<file path="config.mk">
export PLATFORM = sky130hd
export DESIGN_NAME = rolling_hash_substring_counter_top_flat
export DESIGN_NICKNAME = d
export VERILOG_FILES = /design/src/design/rhsc_pkg.sv /design/src/design/rhsc_ifs.sv /design/src/design/rhsc_front.sv /design/src/design/rhsc_queue.sv /design/src/design/rhsc_back.sv /design/src/design/rolling_hash_substring_counter_top.sv /design/src/flat_wrapper.sv
export SDC_FILE = /design/constraint.sdc
export NUM_CORES = 2
export LEC_CHECK = 0
export BUFFER_PORTS_ARGS = -buffer_cell sky130_fd_sc_hd__buf_2
export CAP_MARGIN = 20
export CELL_PAD_IN_SITES_DETAIL_PLACEMENT = 0
export CELL_PAD_IN_SITES_GLOBAL_PLACEMENT = 1
export CORE_MARGIN = 2
export CORE_UTILIZATION = 45
export DETAILED_ROUTE_END_ITERATION = 8
export PLACE_DENSITY = 0.78
export RECOVER_POWER = 25
export SLEW_MARGIN = 20
export SYNTH_ARGS = -nofsm -noshare
export SYNTH_HDL_FRONTEND = slang
export SYNTH_SLANG_ARGS = --single-unit
</file>
<file path="constraint.sdc">
create_clock -name clk -period 21.5 [get_ports clk]
set_input_delay 4.3 -clock clk [delete_from_list [all_inputs] [get_ports clk]]
set_output_delay 4.3 -clock clk [all_outputs]
set_load 0.05 [all_outputs]
</file>
<file path="src/design/rhsc_pkg.sv">
// ----------------------------------------------------------------------------
// Rolling hash substring counter: shared definitions
// Widths, command encoding and the base-31 helper used by the front end, the
// command queue and the hash back end.
// ----------------------------------------------------------------------------
package rhsc_pkg;

  localparam int MAX_KEY_LEN = 64;
  localparam int KLEN_W      = $clog2(MAX_KEY_LEN + 1);
  localparam int ADDR_W      = (MAX_KEY_LEN > 1) ? $clog2(MAX_KEY_LEN) : 1;
  localparam int HASH_W      = 32;
  localparam int POS_W       = 16;
  localparam int CHAR_W      = 8;
  localparam int OP_W        = 2;
  localparam int Q_DEPTH     = 4;
  localparam int Q_AW        = $clog2(Q_DEPTH);
  localparam int Q_CW        = $clog2(Q_DEPTH + 1);

  typedef logic [OP_W-1:0]     op_t;
  typedef logic [CHAR_W-1:0]   chr_t;
  typedef logic [HASH_W-1:0]   hash_t;
  typedef logic [POS_W-1:0]    pos_t;
  typedef logic [POS_W:0]      posx_t;
  typedef logic [KLEN_W-1:0]   klen_t;
  typedef logic [KLEN_W:0]     klenx_t;
  typedef logic [ADDR_W-1:0]   addr_t;
  typedef logic [Q_AW-1:0]     qptr_t;
  typedef logic [Q_CW-1:0]     qcnt_t;

  // Request operation codes as they arrive on the input channel.
  localparam op_t OP_KEY   = 2'd0;
  localparam op_t OP_TEXT  = 2'd1;
  localparam op_t OP_CLEAR = 2'd2;

  localparam pos_t  POS_MAX  = '1;
  localparam hash_t HASH_ONE = hash_t'(1);

  typedef enum logic [1:0] {
    KIND_KEY,
    KIND_TEXT,
    KIND_CLEAR
  } kind_t;

  typedef struct packed {
    kind_t kind;
    chr_t  chr;
  } cmd_t;

  // Multiply by 31 modulo 2^32 as a shift and a subtract.
  function automatic hash_t mul31(input hash_t x);
    return (x << 5) - x;
  endfunction

endpackage

</file>
<file path="src/design/rhsc_ifs.sv">
// ----------------------------------------------------------------------------
// Rolling hash substring counter: channel interfaces
// Valid/ready channels for incoming requests and outgoing match results.
// ----------------------------------------------------------------------------
interface rhsc_in_if;
  logic           valid;
  logic           ready;
  rhsc_pkg::op_t  op;
  rhsc_pkg::chr_t char_code;

  modport source (output valid, output op, output char_code, input ready);
  modport sink   (input valid, input op, input char_code, output ready);
endinterface

interface rhsc_out_if;
  logic           valid;
  logic           ready;
  logic           match;
  rhsc_pkg::pos_t start_position;
  rhsc_pkg::pos_t match_count;

  modport source (output valid, output match, output start_position, output match_count,
                  input ready);
  modport sink   (input valid, input match, input start_position, input match_count,
                  output ready);
endinterface

</file>
<file path="src/design/rhsc_front.sv">
// ----------------------------------------------------------------------------
// Rolling hash substring counter: front end
// Registers each request and decodes its operation code into a command.
// Requests with the unused code are dropped here.
// ----------------------------------------------------------------------------
module rhsc_front (
  input  logic             clk,
  input  logic             rst_n,
  rhsc_in_if.sink          in_chan,
  output logic             fe_valid,
  output rhsc_pkg::cmd_t   fe_cmd,
  input  logic             fe_ready
);

  logic           fe_valid_r;
  logic           fe_valid_nxt;
  rhsc_pkg::cmd_t fe_cmd_r;
  rhsc_pkg::cmd_t fe_cmd_nxt;
  logic           dec_ok;
  logic           load;

  assign in_chan.ready = !fe_valid_r || fe_ready;
  assign load          = in_chan.valid && in_chan.ready;

  always_comb begin
    dec_ok          = 1'b1;
    fe_cmd_nxt.chr  = in_chan.char_code;
    fe_cmd_nxt.kind = rhsc_pkg::KIND_TEXT;
    case (in_chan.op)
      rhsc_pkg::OP_KEY:   fe_cmd_nxt.kind = rhsc_pkg::KIND_KEY;
      rhsc_pkg::OP_TEXT:  fe_cmd_nxt.kind = rhsc_pkg::KIND_TEXT;
      rhsc_pkg::OP_CLEAR: fe_cmd_nxt.kind = rhsc_pkg::KIND_CLEAR;
      default:            dec_ok = 1'b0;
    endcase
  end

  always_comb begin
    if (load) begin
      fe_valid_nxt = dec_ok;
    end else begin
      fe_valid_nxt = fe_valid_r && !fe_ready;
    end
  end

  always_ff @(posedge clk) begin
    if (!rst_n) begin
      fe_valid_r <= 1'b0;
    end else begin
      fe_valid_r <= fe_valid_nxt;
    end
  end

  always_ff @(posedge clk) begin
    if (load) begin
      fe_cmd_r <= fe_cmd_nxt;
    end
  end

  assign fe_valid = fe_valid_r;
  assign fe_cmd   = fe_cmd_r;

endmodule

</file>
<file path="src/design/rhsc_queue.sv">
// ----------------------------------------------------------------------------
// Rolling hash substring counter: command queue
// Small FIFO between the front end and the hash back end so that either side
// can stall without holding up the other.
// ----------------------------------------------------------------------------
module rhsc_queue (
  input  logic             clk,
  input  logic             rst_n,
  input  logic             in_valid,
  input  rhsc_pkg::cmd_t   in_cmd,
  output logic             in_ready,
  output logic             out_valid,
  output rhsc_pkg::cmd_t   out_cmd,
  input  logic             out_ready
);

  rhsc_pkg::cmd_t  q_mem [rhsc_pkg::Q_DEPTH];
  rhsc_pkg::qptr_t wp_r;
  rhsc_pkg::qptr_t wp_nxt;
  rhsc_pkg::qptr_t rp_r;
  rhsc_pkg::qptr_t rp_nxt;
  rhsc_pkg::qcnt_t cnt_r;
  rhsc_pkg::qcnt_t cnt_nxt;
  logic            push;
  logic            pop;

  assign in_ready  = cnt_r != rhsc_pkg::qcnt_t'(rhsc_pkg::Q_DEPTH);
  assign out_valid = cnt_r != '0;
  assign out_cmd   = q_mem[rp_r];
  assign push      = in_valid && in_ready;
  assign pop       = out_valid && out_ready;

  // The depth is a power of two, so the pointers wrap on their own.
  always_comb begin
    wp_nxt  = push ? wp_r + 1'b1 : wp_r;
    rp_nxt  = pop ? rp_r + 1'b1 : rp_r;
    cnt_nxt = cnt_r;
    if (push && !pop) begin
      cnt_nxt = cnt_r + 1'b1;
    end else if (pop && !push) begin
      cnt_nxt = cnt_r - 1'b1;
    end
  end

  always_ff @(posedge clk) begin
    if (!rst_n) begin
      wp_r  <= '0;
      rp_r  <= '0;
      cnt_r <= '0;
    end else begin
      wp_r  <= wp_nxt;
      rp_r  <= rp_nxt;
      cnt_r <= cnt_nxt;
    end
  end

  always_ff @(posedge clk) begin
    if (push) begin
      q_mem[wp_r] <= in_cmd;
    end
  end

  a_cnt_bound: assert property (@(posedge clk) disable iff (!rst_n)
    cnt_r <= rhsc_pkg::qcnt_t'(rhsc_pkg::Q_DEPTH))
    else $error("queue fill count beyond depth");

  a_cnt_up: assert property (@(posedge clk) disable iff (!rst_n)
    push && !pop |=> cnt_r == $past(cnt_r) + 1'b1)
    else $error("queue count did not follow a lone write");

  a_ptr_gap: assert property (@(posedge clk) disable iff (!rst_n)
    cnt_r != rhsc_pkg::qcnt_t'(rhsc_pkg::Q_DEPTH) |->
      rhsc_pkg::qptr_t'(wp_r - rp_r) == rhsc_pkg::qptr_t'(cnt_r))
    else $error("queue pointers disagree with fill count");

endmodule

</file>
<file path="src/design/rhsc_back.sv">
// ----------------------------------------------------------------------------
// Rolling hash substring counter: hash back end
// Three-stage pipeline with an output register. Hashes are kept with absolute
// powers of 31 (character at text index j weighs 31^j), and the window sum is
// compared against the key hash scaled by 31^(window start). Since 31 is odd
// this equals comparing the start-normalized window hash with the key hash.
// Stage 1 updates the key, writes the character ring and reads the leaving
// character; stage 2 weighs the leaving character and scales the key hash;
// stage 3 rolls the window sum, compares and counts.
// ----------------------------------------------------------------------------
module rhsc_back (
  input  logic             clk,
  input  logic             rst_n,
  input  logic             q_valid,
  input  rhsc_pkg::cmd_t   q_cmd,
  output logic             q_ready,
  rhsc_out_if.source       out_chan
);

  typedef struct packed {
    logic            valid;
    logic            text;
    logic            clr;
    logic            leave;
    logic            elig;
    rhsc_pkg::pos_t  start;
    rhsc_pkg::hash_t cp;
    rhsc_pkg::hash_t khash;
  } s1_t;

  typedef struct packed {
    logic            valid;
    logic            text;
    logic            clr;
    logic            elig;
    rhsc_pkg::pos_t  start;
    rhsc_pkg::hash_t cp;
    rhsc_pkg::hash_t lp;
  } s2_t;

  logic adv;

  // Stage 1 state
  rhsc_pkg::klen_t  klen_r, klen_nxt;
  rhsc_pkg::hash_t  khash_r, khash_nxt;
  rhsc_pkg::hash_t  kpow_r, kpow_nxt;
  rhsc_pkg::pos_t   idx_r, idx_nxt;
  rhsc_pkg::hash_t  pw_r, pw_nxt;
  rhsc_pkg::addr_t  wr_r, wr_nxt;
  rhsc_pkg::chr_t   ring_mem [rhsc_pkg::MAX_KEY_LEN];
  rhsc_pkg::chr_t   lv_chr_r;
  rhsc_pkg::addr_t  raddr;
  rhsc_pkg::klenx_t wr_ext;
  rhsc_pkg::klenx_t kl_ext;
  rhsc_pkg::posx_t  idx_inc;
  logic             text_go;
  s1_t              s1_r, s1_nxt;

  // Stage 2 state
  rhsc_pkg::hash_t  pl_r, pl_nxt;
  rhsc_pkg::hash_t  kp_r, kp_nxt;
  rhsc_pkg::hash_t  lv_ext;
  s2_t              s2_r, s2_nxt;

  // Stage 3 state
  rhsc_pkg::hash_t  w_r, w_nxt;
  rhsc_pkg::pos_t   hit_r, hit_nxt;
  rhsc_pkg::hash_t  w_sum;
  logic             hit;

  logic             out_valid_r;
  logic             match_r;
  rhsc_pkg::pos_t   start_r;
  rhsc_pkg::pos_t   cnt_r;

  // The whole pipeline moves together whenever the output register frees up.
  assign adv     = !out_valid_r || out_chan.ready;
  assign q_ready = adv;
  assign text_go = adv && q_valid && (q_cmd.kind == rhsc_pkg::KIND_TEXT);

  // Leaving character sits klen characters behind the write pointer.
  always_comb begin
    wr_ext = rhsc_pkg::klenx_t'(wr_r);
    kl_ext = rhsc_pkg::klenx_t'(klen_r);
    if (wr_ext >= kl_ext) begin
      raddr = rhsc_pkg::addr_t'(wr_ext - kl_ext);
    end else begin
      raddr = rhsc_pkg::addr_t'(wr_ext + rhsc_pkg::klenx_t'(rhsc_pkg::MAX_KEY_LEN) - kl_ext);
    end
  end

  always_comb begin
    klen_nxt  = klen_r;
    khash_nxt = khash_r;
    kpow_nxt  = kpow_r;
    idx_nxt   = idx_r;
    pw_nxt    = pw_r;
    wr_nxt    = wr_r;
    s1_nxt    = '0;
    idx_inc   = rhsc_pkg::posx_t'(idx_r) + 1'b1;
    if (q_valid) begin
      case (q_cmd.kind)
        rhsc_pkg::KIND_KEY: begin
          // Key characters past the maximum length are dropped without effect.
          if (klen_r < rhsc_pkg::klen_t'(rhsc_pkg::MAX_KEY_LEN)) begin
            khash_nxt    = khash_r + rhsc_pkg::hash_t'(rhsc_pkg::hash_t'(q_cmd.chr) * kpow_r);
            kpow_nxt     = rhsc_pkg::mul31(kpow_r);
            klen_nxt     = klen_r + 1'b1;
            idx_nxt      = '0;
            pw_nxt       = rhsc_pkg::HASH_ONE;
            s1_nxt.valid = 1'b1;
            s1_nxt.clr   = 1'b1;
            s1_nxt.khash = khash_nxt;
          end
        end
        rhsc_pkg::KIND_CLEAR: begin
          klen_nxt     = '0;
          khash_nxt    = '0;
          kpow_nxt     = rhsc_pkg::HASH_ONE;
          idx_nxt      = '0;
          pw_nxt       = rhsc_pkg::HASH_ONE;
          s1_nxt.valid = 1'b1;
          s1_nxt.clr   = 1'b1;
        end
        rhsc_pkg::KIND_TEXT: begin
          s1_nxt.valid = 1'b1;
          s1_nxt.text  = 1'b1;
          s1_nxt.leave = (klen_r != '0) && (idx_r >= rhsc_pkg::pos_t'(klen_r));
          s1_nxt.elig  = (klen_r != '0) && (idx_inc >= rhsc_pkg::posx_t'(klen_r));
          s1_nxt.start = rhsc_pkg::pos_t'(idx_inc - rhsc_pkg::posx_t'(klen_r));
          s1_nxt.cp    = rhsc_pkg::hash_t'(rhsc_pkg::hash_t'(q_cmd.chr) * pw_r);
          pw_nxt       = rhsc_pkg::mul31(pw_r);
          if (idx_r != rhsc_pkg::POS_MAX) begin
            idx_nxt = idx_r + 1'b1;
          end
          if (wr_r == rhsc_pkg::addr_t'(rhsc_pkg::MAX_KEY_LEN - 1)) begin
            wr_nxt = '0;
          end else begin
            wr_nxt = wr_r + 1'b1;
          end
        end
        default: ;
      endcase
    end
  end

  // Character ring: read before write, so a full-length key sees the oldest entry.
  always_ff @(posedge clk) begin
    if (text_go) begin
      ring_mem[wr_r] <= q_cmd.chr;
      lv_chr_r       <= ring_mem[raddr];
    end
  end

  always_comb begin
    pl_nxt = pl_r;
    kp_nxt = kp_r;
    lv_ext = s1_r.leave ? rhsc_pkg::hash_t'(lv_chr_r) : '0;
    s2_nxt.valid = s1_r.valid;
    s2_nxt.text  = s1_r.text;
    s2_nxt.clr   = s1_r.clr;
    s2_nxt.elig  = s1_r.elig;
    s2_nxt.start = s1_r.start;
    s2_nxt.cp    = s1_r.cp;
    s2_nxt.lp    = rhsc_pkg::hash_t'(lv_ext * pl_r);
    if (s1_r.valid) begin
      if (s1_r.clr) begin
        pl_nxt = rhsc_pkg::HASH_ONE;
        kp_nxt = s1_r.khash;
      end else if (s1_r.text && s1_r.leave) begin
        pl_nxt = rhsc_pkg::mul31(pl_r);
        kp_nxt = rhsc_pkg::mul31(kp_r);
      end
    end
  end

  always_comb begin
    w_nxt   = w_r;
    hit_nxt = hit_r;
    w_sum   = (w_r - s2_r.lp) + s2_r.cp;
    hit     = s2_r.valid && s2_r.text && s2_r.elig && (w_sum == kp_r);
    if (s2_r.valid) begin
      if (s2_r.clr) begin
        w_nxt   = '0;
        hit_nxt = '0;
      end else if (s2_r.text) begin
        w_nxt = w_sum;
        if (hit && hit_r != rhsc_pkg::POS_MAX) begin
          hit_nxt = hit_r + 1'b1;
        end
      end
    end
  end

  always_ff @(posedge clk) begin
    if (!rst_n) begin
      klen_r      <= '0;
      khash_r     <= '0;
      kpow_r      <= rhsc_pkg::HASH_ONE;
      idx_r       <= '0;
      pw_r        <= rhsc_pkg::HASH_ONE;
      wr_r        <= '0;
      s1_r        <= '0;
      pl_r        <= rhsc_pkg::HASH_ONE;
      kp_r        <= '0;
      s2_r        <= '0;
      w_r         <= '0;
      hit_r       <= '0;
      out_valid_r <= 1'b0;
    end else if (adv) begin
      klen_r      <= klen_nxt;
      khash_r     <= khash_nxt;
      kpow_r      <= kpow_nxt;
      idx_r       <= idx_nxt;
      pw_r        <= pw_nxt;
      wr_r        <= wr_nxt;
      s1_r        <= s1_nxt;
      pl_r        <= pl_nxt;
      kp_r        <= kp_nxt;
      s2_r        <= s2_nxt;
      w_r         <= w_nxt;
      hit_r       <= hit_nxt;
      out_valid_r <= s2_r.valid && s2_r.text;
    end
  end

  always_ff @(posedge clk) begin
    if (adv) begin
      match_r <= hit;
      start_r <= hit ? s2_r.start : '0;
      cnt_r   <= hit_nxt;
    end
  end

  assign out_chan.valid          = out_valid_r;
  assign out_chan.match          = match_r;
  assign out_chan.start_position = start_r;
  assign out_chan.match_count    = cnt_r;

  a_klen_max: assert property (@(posedge clk) disable iff (!rst_n)
    klen_r <= rhsc_pkg::klen_t'(rhsc_pkg::MAX_KEY_LEN))
    else $error("key length beyond maximum");

  a_match_counted: assert property (@(posedge clk) disable iff (!rst_n)
    out_valid_r && match_r |-> cnt_r != '0)
    else $error("match reported with zero match count");

  a_clear_text: assert property (@(posedge clk) disable iff (!rst_n)
    adv && s2_r.valid && s2_r.clr |=> w_r == '0 && hit_r == '0)
    else $error("text state not cleared after key change");

  a_no_empty_match: assert property (@(posedge clk) disable iff (!rst_n)
    adv && q_valid && q_cmd.kind == rhsc_pkg::KIND_TEXT && klen_r == '0 |=> !s1_r.elig)
    else $error("empty key marked as able to match");

endmodule

</file>
<file path="src/design/rolling_hash_substring_counter_top.sv">
// ----------------------------------------------------------------------------
// Rolling hash substring counter: top level
// Base-31 rolling-hash substring matcher. Key characters build the key hash;
// each text character returns whether the window ending there hashes equal
// to the key, the window start and the running match count.
//
//   Channel    Dir  Handshake     Payload
//   in_chan    in   valid/ready   op, char_code
//   out_chan   out  valid/ready   match, start_position, match_count
//
// One request is taken per clock cycle; every stage of the hash pipeline
// holds a different request, and the character ring is read and written in
// the same cycle, so only the output side can slow the pipeline down.
// A text character's result passes the front-end register, the queue, stage 1, stage 2 and
// the output register; key and clear requests produce no result.
// Reset (rst_n low, synchronous) empties the key and text state; the character
// ring needs no clearing since only entries written in the current text are read.
// A stalled output holds the back end; the queue keeps accepting until it fills.
// ----------------------------------------------------------------------------
module rolling_hash_substring_counter_top (
  input  logic        clk,
  input  logic        rst_n,
  rhsc_in_if.sink     in_chan,
  rhsc_out_if.source  out_chan
);

  logic           fe_valid;
  rhsc_pkg::cmd_t fe_cmd;
  logic           fe_ready;
  logic           q_valid;
  rhsc_pkg::cmd_t q_cmd;
  logic           q_ready;

  rhsc_front u_front (
    .clk      (clk),
    .rst_n    (rst_n),
    .in_chan  (in_chan),
    .fe_valid (fe_valid),
    .fe_cmd   (fe_cmd),
    .fe_ready (fe_ready)
  );

  rhsc_queue u_queue (
    .clk       (clk),
    .rst_n     (rst_n),
    .in_valid  (fe_valid),
    .in_cmd    (fe_cmd),
    .in_ready  (fe_ready),
    .out_valid (q_valid),
    .out_cmd   (q_cmd),
    .out_ready (q_ready)
  );

  rhsc_back u_back (
    .clk      (clk),
    .rst_n    (rst_n),
    .q_valid  (q_valid),
    .q_cmd    (q_cmd),
    .q_ready  (q_ready),
    .out_chan (out_chan)
  );

endmodule

</file>
<file path="src/flat_wrapper.sv">
// flat-port wrapper written by rule: the top's interface ports become plain ports
module rolling_hash_substring_counter_top_flat 
  (clk, rst_n, in_chan_valid, in_chan_op, in_chan_char_code, in_chan_ready, out_chan_valid, out_chan_match, out_chan_start_position, out_chan_match_count, out_chan_ready);
  rhsc_in_if in_chan_i ();
  rhsc_out_if out_chan_i ();
  input  logic clk;
  input  logic rst_n;
  input wire logic [$bits(in_chan_i.valid)-1:0] in_chan_valid;
  input wire logic [$bits(in_chan_i.op)-1:0] in_chan_op;
  input wire logic [$bits(in_chan_i.char_code)-1:0] in_chan_char_code;
  output wire logic [$bits(in_chan_i.ready)-1:0] in_chan_ready;
  output wire logic [$bits(out_chan_i.valid)-1:0] out_chan_valid;
  output wire logic [$bits(out_chan_i.match)-1:0] out_chan_match;
  output wire logic [$bits(out_chan_i.start_position)-1:0] out_chan_start_position;
  output wire logic [$bits(out_chan_i.match_count)-1:0] out_chan_match_count;
  input wire logic [$bits(out_chan_i.ready)-1:0] out_chan_ready;
  assign in_chan_i.valid = in_chan_valid;
  assign in_chan_i.op = in_chan_op;
  assign in_chan_i.char_code = in_chan_char_code;
  assign in_chan_ready = in_chan_i.ready;
  assign out_chan_valid = out_chan_i.valid;
  assign out_chan_match = out_chan_i.match;
  assign out_chan_start_position = out_chan_i.start_position;
  assign out_chan_match_count = out_chan_i.match_count;
  assign out_chan_i.ready = out_chan_ready;
  rolling_hash_substring_counter_top u_core (.clk(clk), .rst_n(rst_n), .in_chan(in_chan_i), .out_chan(out_chan_i));
endmodule
</file>
---- Word level (Yosys, flattened, before mapping) ----
Memories as Yosys holds them, arrays and structs flattened. A register that Yosys moved wholly into a read port is not among the register bits.
Index checks and enable logic that the tools add are counted.
storage, ports and cells
  bits of input ports ..................... 14
  memory bits (writable) .................. 552
  output and inout bits ................... 35
  memories ................................ 2
  word-level logic and storage cells ...... 156
  flip-flop bits (word level) ............. 458
operators by class
  magnitude comparators ................... 4
  $mul .................................... 3
  multiplexer cells ....................... 43
  equality and inequality tests ........... 11
  reduce and logical (&&, ||, !) cells .... 38
  $add $sub $neg .......................... 20
memory list
  name                    depth  bits a word  rd ports  clocked after Yosys merged registers in  wr ports  RTL line          text
  u_core.u_back.ring_mem  64     8            1         1                                        1         rhsc_back.sv:50   rhsc_pkg::chr_t ring_mem [rhsc_pkg::MAX_KEY_LEN];
  u_core.u_queue.q_mem    4      10           1         1                                        1         rhsc_queue.sv:17  rhsc_pkg::cmd_t q_mem [rhsc_pkg::Q_DEPTH];
operators with widths
  operator                                                          number
  32-bit 2-to-1 mux                                                 11
  32-bit subtractor                                                 5
  32-bit one-hot mux with 2 select lines                            2
  8-bit by 32-bit multiplier with 32-bit output                     3
  16-bit 2-to-1 mux                                                 6
  32-bit one-hot mux with 3 select lines                            1
  85-bit 2-to-1 mux                                                 1
  32-bit adder                                                      2
  50-bit 2-to-1 mux                                                 1
  16-bit one-hot mux with 3 select lines                            1
  16-bit by 1-bit adder with 16-bit output (second input constant)  2
  32-bit == test                                                    1
  16-bit inequality test (second input constant)                    2
  16-bit by 1-bit adder with 17-bit output (second input constant)  1
  17-bit by 7-bit >= comparator with 1-bit output                   1
  16-bit by 7-bit >= comparator with 1-bit output                   1
  16-bit by 7-bit subtractor with 16-bit output                     1
  1-bit logical AND                                                 14
  7-bit one-hot mux with 2 select lines                             1
  6-bit by 1-bit adder with 6-bit output (second input constant)    2
  6-bit 2-to-1 mux                                                  2
  6-bit subtractor                                                  2
  3-bit AND reduction                                               3
  1-bit 2-to-1 mux                                                  8
  other kinds (28)                                                  45

---- Depth between registers and ports, before layout ----
  depth after elaboration ................. 9
  depth in mapped cells ................... 25
  mapped depth without buffers ............ 22

---- By module ----
A second synthesis with hierarchy kept.
unflattened totals
  cells, all modules ...................... 6721
  area total of the unflattened synthesis .. 69784.4 µm²
modules (own cells, without submodules)
  module      cells an instance  area each (µm²)  times used
  rhsc_back   6604               67474.7          1
  rhsc_queue  100                1945.6           1
  rhsc_front  17                 364.1            1

---- Worst setup path before layout ----
OpenSTA, ideal clock, no wires.
  path kind ............................... register to register
  start point ............................. register with a tool-made name
  end point ............................... register u_core.u_back.s1_r[55] (netlist name)
  clock period less this slack ............ 7282 ps
  arrival ................................. 7157 ps
  library setup time ...................... 125 ps
  cell stages (with the launch flop) ...... 23
  path slack .............................. 14218 ps
  path through ............................ dfxtp_1 -> clkbuf_1 -> mux4_2 -> clkbuf_1 -> clkbuf_1 -> nand2_1 -> fa_1 -> fa_1 -> fa_1 -> inv_1 -> fa_1 -> ha_1 -> o21ai_0 -> o21ai_0 -> a2111oi_0 -> o31a_1 -> o21bai_1 -> a21oi_1 -> o21bai_1 -> a211o_1 -> a31oi_1 -> xnor2_1 -> o21ai_0
RTL lines
  item                    RTL line          text
  end signal: assignment  rhsc_back.sv:217  s1_r <= s1_nxt;
  end: declaration        rhsc_back.sv:57   s1_t s1_r, s1_nxt;

==> flow_metrics.py <==
metrics = {
    "worst_setup_path": {
        "r2r_end": "u_core.u_back.s1_r[63]",
        "cp.arrival_ns": 11.45,
        "r2r_cells": 19,
        "critPathMaxStageDelay_ns": 3.69,
        "timing.reg2reg.setup_slack_ns": 10.63,
        "path_buf_inv": 2,
        "path_class": "register to register",
        "worstPathCellList": "mux4_2 -> clkbuf_1 -> nand2_1 -> fa_1 -> inv_1 -> fa_1 -> fa_1 -> ha_1 -> o21ai_0 -> a21oi_1 -> a2111oi_0 -> o31a_1 -> o211ai_1 -> nand2_1 -> o21ai_0 -> o41ai_1 -> o21ai_0 -> xnor2_1 -> o21ai_0",
        "critPathRequiredTime_ns": 22.08,
        "cpMostUsedCell": "o21ai_0",
        "slowest_stage": "clkbuf_1",
        "endpoint_kind": "register",
        "crit_family": "buffers and inverters",
        "start_kind": "register",
        "worstPathMaxFanout": 95,
    },
    "cells_and_area": {
        "stdcell_area_sq_um": 74500,
        "nets": 7294,
        "drive_gt1_frac": 0.0763,
        "area_growth_pct": 8.04,
        "final_cell_mix": "inv_1, nand2_1, edfxtp_1",
        "layout_commonest_cell": "inv_1",
    },
    "routing": {
        "ant_nets": 0,
        "wire_per_inst_um": 21.3,
        "drc": 0,
        "route.final.wire_length_um": 183000,
        "vias_per_cell": 5.65,
        "first_iter_violations": 4039,
        "routed-via-count": 48436,
        "first_pass_iters": 7,
    },
    "clock_tree": {
        "cts_made_buffers": 108,
        "cts-resized-gates": 0,
        "cts_setup_buffers": 0,
        "cts.htree.levels": 3,
        "clk_path_buf_depth": 3,
        "cts_tree": "done",
        "clock-root-buffer": "clkbuf_16",
        "cts_hold_buf": 0,
        "clock_latency_ns": 0.79,
        "cts.clk_slew.worst_paths_ns": 0.06,
        "cts_sinks": 1020,
    },
    "sta": {
        "rsz0062_at_grt": "no",
        "fmax_mhz": 92.0,
        "skew_ns": 0.109,
        "relSlewSlack": -2.48,
        "min_period_ns": 10.87,
        "finalSetupViolCount": 0,
        "slew_viol_final": 521,
        "hold_viol": 0,
        "hold_ws_ns": 0.446,
        "finalSetupTns_ns": 0,
        "period_share": 0.505,
        "worst_slew_pin_slew_ns": 5.22,
        "setup_ws_ns": 10.63,
    },
    "die": {
        "die_h_um": 395,
        "dieArea_sq_um": 156000,
        "fp.dieW_um": 395,
        "pin_count": 49,
        "initial_core_util": 0.453,
        "core_sq_um": 152000,
        "rows": 143,
    },
    "synthesis": {
        "synth_edf_count": 603,
        "syn_nets": 7459,
        "syn_area_sq_um": 68900,
        "synthCells": 6619,
        "ys_seq_area_frac": 0.384,
        "ys_seq_elements": 1020,
        "async_reset_ff_frac": 0,
        "yosys_most_used_dff": "edfxtp_1",
        "yosysWarnings": 0,
        "avgSynthCellArea_sq_um": 10.4,
        "synth.distinct_cells": 100,
    },
    "power_and_ir_drop": {
        "combPwrFrac": 0.550,
        "pwr-share-clk": 0.195,
        "swShare": 0.433,
        "total_power_w": 0.0101,
        "p_leak_nw": 29.1,
        "p_per_area_nw_per_um2": 135,
        "seqPwrFrac": 0.255,
        "internal_power_w": 0.00569,
        "power.switching_w": 0.00436,
        "ir_worst_vdd_uv": 91.8,
    },
    "placed_design": {
        "dpl_worst_slack_ns": 13.45,
        "place.gp.congestion": 0.912,
        "port_buffers": 48,
        "dp_hpwl_um": 127000,
        "dpl_cell_area_sq_um": 70800,
    },
    "global_routing": {
        "grt_use_total": 0.234,
        "grt_overflow_total": 0,
        "antenna_found_initial": 8,
        "grt_pass1_wl_um": 287000,
        "grt_pass1_vias": 48683,
        "grt_max_degree": 137,
    },
    "min_path": {
        "hold_path_end": "u_core.u_back.s2_r[74]",
        "hold-path-cell-count": 2,
        "hp-class": "register to register",
        "min-delay-start": "u_core.u_back.s2_r[74]",
    },
    "outcome": {
        "violations": "max-capacitance violations, max-slew violations",
        "status": "complete, but fails checks",
    },
    "flow_run": {
        "drv_cap": 10,
    },
}
==> final cells by class <==
type,instances,area (sq um)
fillers,13767,77600
inverters,792,2980
repair buffers,104,636
multi-input cells,4428,38200
well taps,2030,2540
clock inverters,80,917
clock buffers,125,2800
diodes,1,2.50
flip-flops and latches,1020,26500
==> metrics by stage <==
step | utilization | cells
5_1_grt | 0.490 | 8579
4_1_cts | 0.490 | 8579
3_3_place_gp | 0.466 | 8374
2_1_floorplan | - | 6619
3_5_place_dp | 0.466 | 8374
6_report | 0.490 | 8580
==> power by group through the flow <==
stage	Clock, W	Sequential, W	Combinational [W]
6_report	0.00196	0.00256	0.00553
5_1_grt	0.00206	0.00258	0.00611
2_1_floorplan	0	0.00244	0.00418
3_5_place_dp	0	0.00258	0.00549
3_3_place_gp	0	0.00258	0.00543
4_1_cts	0.00199	0.00254	0.00553
==> worst min-delay path, cell delays in order, from the launching register on <==
cell and delay [ns]:
dfxtp_1 0.31, nand2_1 0.05, a21oi_1 0.05
==> how the worst max path moves through the flow <==
stage                     startpoint                      to  slack [ns]  cells after the start
after floorplan             register  u_core.u_back.s1_r[55]       14.22                     22
after global placement      register  u_core.u_back.s1_r[63]       13.46                     22
after global routing        register  u_core.u_back.s1_r[63]        9.75                     19
after detailed placement    register  u_core.u_back.s1_r[63]       13.45                     22
final                       register  u_core.u_back.s1_r[63]       10.63                     19
after CTS                   register  u_core.u_back.s1_r[63]       13.27                     22
==> registers in the layout (all words and copies together), names as in the netlist, 6 cells and up, named ones only <==
| name | flops |
|---|---|
| u_core.u_back.s2_r | 84 |
| u_core.u_back.hit_r | 16 |
| u_core.u_back.out_chan.match_count | 16 |
| u_core.u_back.pw_r | 32 |
| u_core.u_queue.q_mem | 40 |
| u_core.u_front.fe_cmd | 10 |
| u_core.u_back.kp_r | 32 |
| u_core.u_back.klen_r | 7 |
| u_core.u_back.ring_mem | 512 |
| u_core.u_back.w_r | 32 |
| u_core.u_back.khash_r | 32 |
| u_core.u_back.kpow_r | 32 |
| u_core.u_back.lv_chr_r | 8 |
| u_core.u_back.idx_r | 16 |
| u_core.u_back.pl_r | 32 |
| u_core.u_back.out_chan.start_position | 16 |
| u_core.u_back.s1_r | 85 |
| u_core.u_back.wr_r | 6 |
==> synth_stat cells (9+ instances only) <==
cell	instances	area [sq um]
a31oi_1	30	188
nor3_1	89	445
or3_1	39	244
nand4_1	39	244
a211o_1	12	105
a21o_1	84	631
clkbuf_1	324	1220
nor2b_1	50	313
ha_1	294	3680
o22ai_1	11	68.8
o21bai_1	30	225
nand2_1	679	2550
buf_1	34	128
dfxtp_1	417	8350
buf_2	14	70.1
o211ai_1	23	173
xnor2_1	196	1720
or4_1	13	97.6
mux2i_1	21	210
a22oi_1	155	1160
and3_1	140	876
and2_1	336	2100
inv_1	790	2970
or2_2	14	87.6
a221oi_1	14	123
nand3_1	84	420
fa_1	532	10700
o21ai_1	11	55.1
o21ai_0	156	781
o31ai_1	11	82.6
a31o_2	9	78.8
nor4_1	15	93.8
mux4_2	170	3830
o21a_1	22	165
a21oi_1	364	1820
xor2_1	103	902
nor3b_1	9	67.6
a211oi_1	48	360
nor2_1	414	1550
edfxtp_1	603	18100
a22o_1	14	123
nand2b_1	36	225
==> kinds of logic after synthesis <==
kind of cell,count (synthesis),synth area share
and+or+nand+nor,1995,0.140
buffers and inverters,1171,0.0645
AOI/OAI and AO/OA,1105,0.104
DFF,1020,0.384
adders and majority gates,826,0.208
xor gates and xnor gates,308,0.0408
muxes,194,0.0591
==> layer usage <==
layer  part of all wire  wire [um]  GRT usage  vias to the layer above
li1                   -          -          -                    22248
met1               0.44      81200      0.332                    24465
met2               0.47      85100      0.376                     1506
met3              0.067      12200     0.0353                      213
met4              0.021       3920     0.0577                        4
met5            0.00019         34          0                        -
Power figures use the tool's default switching activity.
